===== src/design/cal_pkg.sv =====
`timescale 1ns / 1ps
// ============================================================================
// cal_pkg
// Shared types and constants for the connection admission limiter.
// ============================================================================
package cal_pkg;

    localparam int CAL_TABLE_ENTRIES = 32;

    localparam logic [8:0]  CAL_LIMIT_RESET = 9'd10;
    localparam logic [15:0] CAL_DELAY_RESET = 16'd10;

    // configuration register indexes
    localparam logic CFG_PER_SOURCE_LIMIT = 1'b0;
    localparam logic CFG_MIN_DELAY        = 1'b1;

    // item commands
    localparam logic CMD_CONNECT = 1'b0;
    localparam logic CMD_RELEASE = 1'b1;

    typedef enum logic [2:0] {
        ST_ACCEPTED   = 3'd0,
        ST_SRC_REJECT = 3'd1,
        ST_TABLE_FULL = 3'd2,
        ST_RELEASED   = 3'd3,
        ST_NOT_FOUND  = 3'd4
    } t_status;

    typedef enum logic [1:0] {
        S_IDLE,
        S_SCAN,
        S_FINISH
    } t_state;

    // one session table entry
    typedef struct packed {
        logic [31:0] addr;
        logic [31:0] id;
        logic [31:0] start;
        logic [31:0] log;
    } t_entry;

    typedef struct packed {
        logic [8:0]  per_source_limit;
        logic [15:0] busy_hold;
    } t_cfg;

endpackage


===== src/design/cal_ctrl.sv =====
`timescale 1ns / 1ps
// ============================================================================
// cal_ctrl
// Scan sequencer: walks the table one entry a cycle, counts busy entries of
// the source, picks the free entry, then writes back and issues the result.
// ============================================================================
module cal_ctrl
    import cal_pkg::*;
#(
    parameter int TABLE_ENTRIES = CAL_TABLE_ENTRIES,
    localparam int IW = (TABLE_ENTRIES > 1) ? $clog2(TABLE_ENTRIES) : 1,
    localparam int CW = $clog2(TABLE_ENTRIES + 1)
) (
    input  logic          i_clk,
    input  logic          i_rst_n,
    input  t_cfg          i_cfg,
    input  logic          i_start,
    input  logic          i_cmd,
    input  logic [31:0]   i_source_addr,
    input  logic [31:0]   i_now_time,
    input  logic [31:0]   i_session_id,
    output logic          o_busy,
    output logic [IW-1:0] o_rd_addr,
    input  t_entry        i_rd_data,
    output logic          o_wr_en,
    output logic [IW-1:0] o_wr_addr,
    output t_entry        o_wr_data,
    output logic          o_done,
    output t_status       o_status,
    output logic [7:0]    o_entry_index,
    output logic          o_log_event
);

    t_state r_state, n_state;

    logic          r_cmd;
    logic [31:0]   r_addr, r_now, r_sid;
    logic [CW-1:0] r_idx, n_idx;
    logic [IW-1:0] r_eidx;
    logic          r_pend, n_pend;
    logic [8:0]    r_cnt, n_cnt;
    logic          r_free_ok, n_free_ok;
    logic [IW-1:0] r_free_idx, n_free_idx;
    logic          r_hit, n_hit;
    logic [IW-1:0] r_hit_idx, n_hit_idx;
    t_entry        r_hit_word, n_hit_word;
    logic          r_done, n_done;
    t_status       r_status, n_status;
    logic [7:0]    r_index, n_index;
    logic          r_log, n_log;

    logic        ev, busy_e, rel_hit, match_e, trip, stop, last, log_ok;
    logic [8:0]  cnt_inc;
    logic [31:0] age_start, age_log, delay32;

    assign delay32   = {16'd0, i_cfg.busy_hold};
    assign ev        = (r_state == S_SCAN) && r_pend;
    assign age_start = r_now - i_rd_data.start;
    assign busy_e    = (i_rd_data.id != 32'd0) ||
                       ((i_rd_data.start != 32'd0) && (age_start < delay32));
    assign rel_hit   = ev && (r_cmd == CMD_RELEASE) && (r_sid != 32'd0) &&
                       (i_rd_data.id == r_sid);
    assign match_e   = ev && (r_cmd == CMD_CONNECT) && busy_e &&
                       (i_rd_data.addr == r_addr);
    assign cnt_inc   = r_cnt + 9'd1;
    assign trip      = match_e && (cnt_inc > i_cfg.per_source_limit);
    assign stop      = rel_hit || trip;
    assign last      = ev && (r_eidx == IW'(TABLE_ENTRIES - 1));
    assign age_log   = r_now - r_hit_word.log;
    assign log_ok    = (r_hit_word.log == 32'd0) || (age_log >= delay32);

    // next state
    always_comb begin
        n_state = r_state;
        case (r_state)
            S_IDLE: begin
                if (i_start) n_state = S_SCAN;
            end
            S_SCAN: begin
                if (stop || last) n_state = S_FINISH;
            end
            S_FINISH: n_state = S_IDLE;
            default:  n_state = S_IDLE;
        endcase
    end

    // memory access and handshake outputs
    always_comb begin
        o_busy    = (r_state != S_IDLE);
        o_rd_addr = (r_idx < CW'(TABLE_ENTRIES)) ? r_idx[IW-1:0] : '0;
        o_wr_en   = 1'b0;
        o_wr_addr = r_hit_idx;
        o_wr_data = r_hit_word;
        case (r_state)
            S_FINISH: begin
                if (r_cmd == CMD_RELEASE) begin
                    o_wr_en      = r_hit;
                    o_wr_data.id = 32'd0;
                end else if (r_hit) begin
                    o_wr_en       = log_ok;
                    o_wr_data.log = r_now;
                end else begin
                    o_wr_en   = r_free_ok;
                    o_wr_addr = r_free_idx;
                    o_wr_data = '{addr: r_addr, id: r_sid, start: r_now, log: 32'd0};
                end
            end
            default: ;
        endcase
    end

    // scan datapath and result
    always_comb begin
        n_idx      = r_idx;
        n_pend     = r_pend;
        n_cnt      = r_cnt;
        n_free_ok  = r_free_ok;
        n_free_idx = r_free_idx;
        n_hit      = r_hit;
        n_hit_idx  = r_hit_idx;
        n_hit_word = r_hit_word;
        n_done     = 1'b0;
        n_status   = r_status;
        n_index    = r_index;
        n_log      = r_log;
        case (r_state)
            S_IDLE: begin
                n_idx     = '0;
                n_pend    = 1'b0;
                n_cnt     = '0;
                n_free_ok = 1'b0;
                n_hit     = 1'b0;
            end
            S_SCAN: begin
                // advance the read address; its data lands in the next cycle
                n_pend = (r_idx < CW'(TABLE_ENTRIES));
                n_idx  = r_idx + CW'(1);
                if (match_e) n_cnt = cnt_inc;
                if (ev && (r_cmd == CMD_CONNECT) && !busy_e && !r_free_ok) begin
                    n_free_ok  = 1'b1;
                    n_free_idx = r_eidx;
                end
                if (stop) begin
                    n_hit      = 1'b1;
                    n_hit_idx  = r_eidx;
                    n_hit_word = i_rd_data;
                end
            end
            S_FINISH: begin
                n_done = 1'b1;
                if (r_cmd == CMD_RELEASE) begin
                    n_status = r_hit ? ST_RELEASED : ST_NOT_FOUND;
                    n_index  = r_hit ? 8'(r_hit_idx) : 8'd0;
                    n_log    = 1'b0;
                end else if (r_hit) begin
                    n_status = ST_SRC_REJECT;
                    n_index  = 8'(r_hit_idx);
                    n_log    = log_ok;
                end else if (!r_free_ok) begin
                    n_status = ST_TABLE_FULL;
                    n_index  = 8'd0;
                    n_log    = 1'b1;
                end else begin
                    n_status = ST_ACCEPTED;
                    n_index  = 8'(r_free_idx);
                    n_log    = 1'b1;
                end
            end
            default: ;
        endcase
    end

    always_ff @(posedge i_clk) begin
        if (!i_rst_n) begin
            r_state <= S_IDLE;
            r_done  <= 1'b0;
            r_pend  <= 1'b0;
        end else begin
            r_state <= n_state;
            r_done  <= n_done;
            r_pend  <= n_pend;
        end
    end

    always_ff @(posedge i_clk) begin
        if ((r_state == S_IDLE) && i_start) begin
            r_cmd  <= i_cmd;
            r_addr <= i_source_addr;
            r_now  <= i_now_time;
            r_sid  <= i_session_id;
        end
        r_eidx     <= r_idx[IW-1:0];
        r_idx      <= n_idx;
        r_cnt      <= n_cnt;
        r_free_ok  <= n_free_ok;
        r_free_idx <= n_free_idx;
        r_hit      <= n_hit;
        r_hit_idx  <= n_hit_idx;
        r_hit_word <= n_hit_word;
        r_status   <= n_status;
        r_index    <= n_index;
        r_log      <= n_log;
    end

    assign o_done        = r_done;
    assign o_status      = r_status;
    assign o_entry_index = r_index;
    assign o_log_event   = r_log;

endmodule


===== config.mk =====
export PLATFORM = sky130hd
export DESIGN_NAME = cal_ctrl
export DESIGN_NICKNAME = d
export VERILOG_FILES = /design/src/design/cal_pkg.sv /design/src/design/cal_ctrl.sv
export SDC_FILE = /design/constraint.sdc
export NUM_CORES = 1
export LEC_CHECK = 0
export BUFFER_PORTS_ARGS = -buffer_cell sky130_fd_sc_hd__buf_4
export CAP_MARGIN = 15
export CORE_ASPECT_RATIO = 0.9
export CORE_MARGIN = 3
export CORE_UTILIZATION = 45
export CTS_BUF_LIST = sky130_fd_sc_hd__clkbuf_8
export DETAILED_ROUTE_END_ITERATION = 8
export GPL_ROUTABILITY_DRIVEN = 0
export PLACE_DENSITY = 0.8
export SLEW_MARGIN = 0
export SYNTH_ARGS = -nofsm -noshare
export SYNTH_HDL_FRONTEND = slang
export SYNTH_SLANG_ARGS = --single-unit

===== constraint.sdc =====
create_clock -name i_clk -period 10 [get_ports i_clk]
set_input_delay 0 -clock i_clk [delete_from_list [all_inputs] [get_ports i_clk]]
set_output_delay 0 -clock i_clk [all_outputs]
set_load 0.03 [all_outputs]

# Word-level counts from Yosys, hierarchy flattened
# Cells that the tools add are included.
# totals
ff_bits	273
in_bits	253
output_inout_bits	153
word_cells	106
# classes
add_sub_neg	4
n_lt_le_gt_ge	4
n_eq_ne	10
muxes	34
n_bitwise	1
reduce_logical	32
# ops
cell	n
two-way mux 128 bit	1
two-way mux 32 bit	3
two-way mux 96 bit	1
nonzero test 32 bit	3
equality test 32 bit	2
two-way mux 64 bit	1
subtractor 32 bit	2
two-way mux 5 bit	8
>= comparator 32 x 16 -> 1 bit	1
zero test 32 bit	1
less-than comparator 32 x 16 -> 1 bit	1
case mux 9 bit (2 select lines)	1
logical AND 1 bit	13
case mux 6 bit (2 select lines)	1
AND reduction 2 bit	6
adder 9 x 1 -> 9 bit (second input constant)	1
> comparator 9 bit	1
two-way mux 9 bit	1
two-way mux 2 bit	4
two-way mux 1 bit	7
adder 6 x 1 -> 6 bit (second input constant)	1
less-than comparator 6 bit (second input constant)	1
two-way mux 3 bit	2
inequality test 2 bit (second input constant)	3
other kinds (11)	19

# Longest topological paths before layout
# logic_depth
ltp_word	11
mapped_depth	23
ltp_nobuf	23

# Least setup slack after synthesis
# Ideal clock, no wire load.
# synth_path
path_kind	flip-flop to flip-flop
startpoint	register r_now[0]
endpoint	register r_hit, enable pin
setup_time_ps	321
t_arrival_ps	10260
t_required_ps	9679
path_slack_ps	-582
stages_incl_launch_ff	19
n_path_buf	0
synth_period_minus_slack_ps	10582
cell_sequence	edfxtp_1 > inv_1 > ha_1 > fa_1 > nor2b_1 > o2111ai_1 > a21oi_2 > o32ai_4 > xnor2_1 > ha_1 > nor2b_1 > o21ai_0 > or4b_1 > nor4_1 > nand4_1 > a2111oi_4 > a41oi_2 > o21bai_1 > nand2b_1
# synth_between
elab_chain_cells	10
# synth_rtl
item	line	text
start, declared	cal_ctrl.sv:37	logic [31:0] r_addr, r_now, r_sid;
start signal, assigned	cal_ctrl.sv:189	r_now <= i_now_time;
subtractor 32 bit	cal_ctrl.sv:58	assign age_start = r_now - i_rd_data.start;
less-than comparator 32 x 16 -> 1 bit	cal_ctrl.sv:60	((i_rd_data.start != 32'd0) && (age_start < delay32));
logical AND 1 bit	cal_ctrl.sv:60	
logical OR 1 bit	cal_ctrl.sv:59	assign busy_e = (i_rd_data.id != 32'd0) ||
logical AND 1 bit (2 in series)	cal_ctrl.sv:63	assign match_e = ev && (r_cmd == CMD_CONNECT) && busy_e &&
logical AND 1 bit	cal_ctrl.sv:66	assign trip = match_e && (cnt_inc > i_cfg.per_source_limit);
logical OR 1 bit	cal_ctrl.sv:67	assign stop = rel_hit || trip;
inequality test 2 bit (no line)	-	
AND reduction 2 bit (no line)	-	
end signal, assigned	cal_ctrl.sv:197	r_hit <= n_hit;
end, declared	cal_ctrl.sv:44	logic r_hit, n_hit;
# Every way passes these cells.
# A chain may end at the register's enable or synchronous reset.

# Worst setup path in the final report
# layout_path
startpoint	register r_now[0]
endpoint	output port o_wr_en
# layout_between
elab_chain_cells	6
# layout_rtl
item	line	text
subtractor 32 bit	cal_ctrl.sv:69	assign age_log = r_now - r_hit_word.log;
>= comparator 32 x 16 -> 1 bit	cal_ctrl.sv:70	assign log_ok = (r_hit_word.log == 32'd0) || (age_log >= delay32);
logical OR 1 bit	cal_ctrl.sv:70	
two-way mux 1 bit	cal_ctrl.sv:99	end else if (r_hit) begin
two-way mux 1 bit	cal_ctrl.sv:96	if (r_cmd == CMD_RELEASE) begin
two-way mux 1 bit	cal_ctrl.sv:94	case (r_state)
end, declared	cal_ctrl.sv:25	output logic o_wr_en,
# Every way passes these cells.

==> key figures <==
Outcome
  • Status: completed

Job
  • Max-Cap Viols: 0

Clock network
  • Num CTS Buffers: 46
  • Sink Count: 270
  • Root Driver: clkbuf_8
  • H-tree Lvls: 2
  • Post-cts gate resize count: 0
  • Clock buffer depth: 3
  • Clock Pin Slew Worst Setup and Hold Paths: 70 ps
  • CTS tree: built
  • Clock latency on the worst-skew pair: 610 ps

Layout
  • Post-route cell area: 22700 um^2
  • Sequential cell area: ~8000 um^2
  • Filler cell count: 2559
  • Commonest non-fill, non-tap cell in the layout: buf_4
  • N_diodes: 0
  • Layout area overhead: 41.4%
  • Multi-input combinational cell area: about 7500 um^2
  • Most frequent cells in the layout: 411 x buf_4, 261 x edfxtp_1, 226 x dlygate4sd3_1
  • Number of nets in the layout: 2443
  • Proportion of layout cells with a drive suffix above 1: 0.273
  • Final core occ: 0.647

Global route
  • Global-route wire length before repair: 85900 um
  • Gr usage total: 0.291
  • Largest net degree at the start of global routing: 72
  • Initial antenna violation count: 0
  • Vias in the first global route: 15139
  • Global route overflow: 0

Timing
  • Slew margin rel.: 0.338
  • Fin crit period: roughly 6000 ps
  • Unrepaired setup endpoints after global routing: false
  • Setup TNS: 0 ps
  • Worst Skew: 28.5 ps
  • Final setup vio count: 0
  • Final period utilization: 0.603
  • Slew Limit Fails: 0
  • Fin. Hold Viols: 0
  • Final hold slack: 89.8 ps
  • F_max: between 0.15 and 0.2 GHz
  • Worst-margin pin slew: 993 ps

Min path
  • Hold Crit Depth: 2
  • Min-delay src: i_start
  • Worst Hold End: r_sid[13]$_DFFE_PP_
  • Hold WC Path Type: in -> reg

Worst setup path
  • Crit. End Element: output pin
  • CP startpoint kind: flip-flop
  • Data required, critical path: 10000 ps
  • CP arrival: around 6000 ps
  • Worst R2R Setup Slack: 4260 ps
  • Reg2Reg Capture Point: r_hit$_DFFE_PP_
  • Cell mode on critical path: nand4_1
  • Critical path's top delay family: simple AND/OR/NAND/NOR gates
  • Buffers and inverters on the worst path: 3
  • Largest stage delay, worst path: 590 ps
  • R2r startpoint: r_now[0]$_DFFE_PP_
  • WS Path Type: reg -> out
  • CP cell instances: inv_1, ha_1, inv_1, fa_1, a21o_1, a31o_1, a211oi_1, nor2_1, a21o_1, a21oi_1, xnor2_1, ha_1, nand4_1, nor3_1, or3_1, nor4_1, nand4_1, a211oi_1, nand4_1, nor4_1, a21oi_1, buf_4
  • Crit-path max FO: 4
  • Reg2reg path depth: 19
  • Slowest CP cell: nor4_1

Yosys
  • Syn avg cell area: 11.1 um^2
  • Ys async rst share: 0
  • Gate Count Post-Synth: approximately 1400
  • Mapped Area: between 15000 and 20000 um^2
  • Post-synth EDFFs: approximately 260
  • Post-synth top flop: edfxtp_1
  • Ys Warns: 0
  • Netlist cell types: 80
  • Register area share after synthesis: 0.499
  • Synth Register Bits: 270

Drt
  • DR DRC count: 0
  • Antenna-violating nets left: 0
  • Iter 0 DRT Violations: ~1300
  • WL final: 57500 um
  • Drt pass-1 iters: 6
  • Vias per cell: 5.79
  • Wire per inst: 22.2 um
  • Via count: between 10000 and 15000

Power
  • Pwr Density: approximately 130 nW/um^2
  • Lkg Pwr: 0.00956 uW
  • Maximum VDD drop: 0.000123 V

Floorplan
  • IO Pins: roughly 410
  • Die X: 205 um
  • Die area: 38000 um^2
  • FP Rows: 65
  • Starting Density: 0.457
  • Core ar.: roughly 35000 um^2
  • Die height: between 150 and 200 um

Placement
  • Dpl hpwl: 38800 um
  • Dpl cell area: 19600 um^2
  • Quantity of I/O buffers inserted on ports: around 400
[layer usage]
metal,part of all wire,GRT usage
met1,0.37,0.349
met2,0.48,0.501
met3,0.10,0.0726
met4,0.046,0.122
met5,0,0
[worst max path at each step]
stage / start / end / cells past startpoint
after CTS: r_now[0]$_DFFE_PP_ / o_wr_en / 22
after floorplan: r_now[0]$_DFFE_PP_ / r_hit$_DFFE_PP_ / 18
after global placement: r_now[0]$_DFFE_PP_ / r_hit$_DFFE_PP_ / 19
after detailed placement: r_now[0]$_DFFE_PP_ / r_hit$_DFFE_PP_ / 19
after global routing: r_now[0]$_DFFE_PP_ / o_wr_en / 22
final: r_now[0]$_DFFE_PP_ / o_wr_en / 22
[per-stage QoR]
| stage | setup slack [ps] | cells | power (uW) |
|---|---|---|---|
| floorplan | 2270 | 1444 | 1610 |
| global placement | 4540 | 2279 | 1780 |
| detailed placement | 4360 | 2279 | 1800 |
| CTS | 4080 | 2589 | 2850 |
| global route | 3660 | 2589 | 2970 |
| finish | 3970 | 2589 | 2860 |
[repair_timing]
action                                 4_1_cts  5_1_grt
setup endpoints to repair                    0        0
hold buffers                               226        0
endpoints found under the hold margin      229        0
buffers inserted                             0        0
[cell usage after synthesis (4+ instances only)]
| cell | count | area [um^2] |
|---|---|---|
| a2111oi_0 | 4 | 35.0 |
| a211oi_1 | 12 | 90.1 |
| a21boi_0 | 5 | 37.5 |
| a21o_1 | 27 | 203 |
| a21oi_1 | 66 | 330 |
| a22o_1 | 33 | 289 |
| a31oi_1 | 7 | 43.8 |
| and2_1 | 22 | 138 |
| and3_1 | 6 | 37.5 |
| and4_1 | 5 | 43.8 |
| clkbuf_1 | 37 | 139 |
| dfxtp_1 | 9 | 180 |
| edfxtp_1 | 261 | 7840 |
| ha_1 | 104 | 1300 |
| inv_1 | 106 | 398 |
| mux2_2 | 72 | 811 |
| nand2_1 | 127 | 477 |
| nand2b_1 | 11 | 68.8 |
| nand3_1 | 23 | 115 |
| nand4_1 | 31 | 194 |
| nor2_1 | 70 | 263 |
| nor2b_1 | 17 | 106 |
| nor3_1 | 15 | 75.1 |
| nor4_1 | 51 | 319 |
| o2111ai_1 | 5 | 43.8 |
| o211ai_1 | 7 | 52.6 |
| o21a_1 | 12 | 90.1 |
| o21ai_0 | 79 | 395 |
| o21ai_1 | 8 | 40.0 |
| o21bai_1 | 6 | 45.0 |
| o221a_2 | 4 | 45.0 |
| o31ai_1 | 4 | 30.0 |
| or3_1 | 6 | 37.5 |
| xnor2_1 | 41 | 359 |
| xor2_1 | 75 | 657 |
[final cells by class]
type / instances / share of cell area
Timing Repair Buffer: 637 / 0.235
Clock inverter: 38 / 0.0109
Tap cell: 469 / 0.0258
Clock buffer: 46 / 0.0279
Multi-Input combinational cell: 1023 / 0.330
Inverter: 106 / 0.0175
Sequential cell: 270 / 0.353
[registers in the layout, indices dropped and copies added, names as in the netlist, 2 cells and up]
register       flops
r_state            2
r_now             32
r_eidx             5
r_addr            32
r_sid             32
r_cnt              9
r_idx              6
o_status           3
r_hit_idx          5
o_entry_index      5
r_hit_word       128
r_free_idx         5
[power breakdown]
| part | internal (uW) | leakage (uW) | switching [uW] |
|---|---|---|---|
| clock | 492 | 0.000481 | 495 |
| sequential | 1280 | 0.00252 | 36.6 |
| combinational | 266 | 0.00656 | 287 |
[logic make-up after synthesis]
logic type / after synthesis / share of synthesized area
AO/OA/AOI/OAI: 323 / 0.140
XOR/XNOR: 116 / 0.0632
AND/OR/NAND/NOR: 401 / 0.126
adder cells (fa/ha/maj): 106 / 0.0835
buffers and inverters: 151 / 0.0367
other: 1 / 0.000233
flip-flops: 270 / 0.499
multiplexers: 74 / 0.0517
(Power assumes the default switching activity.)
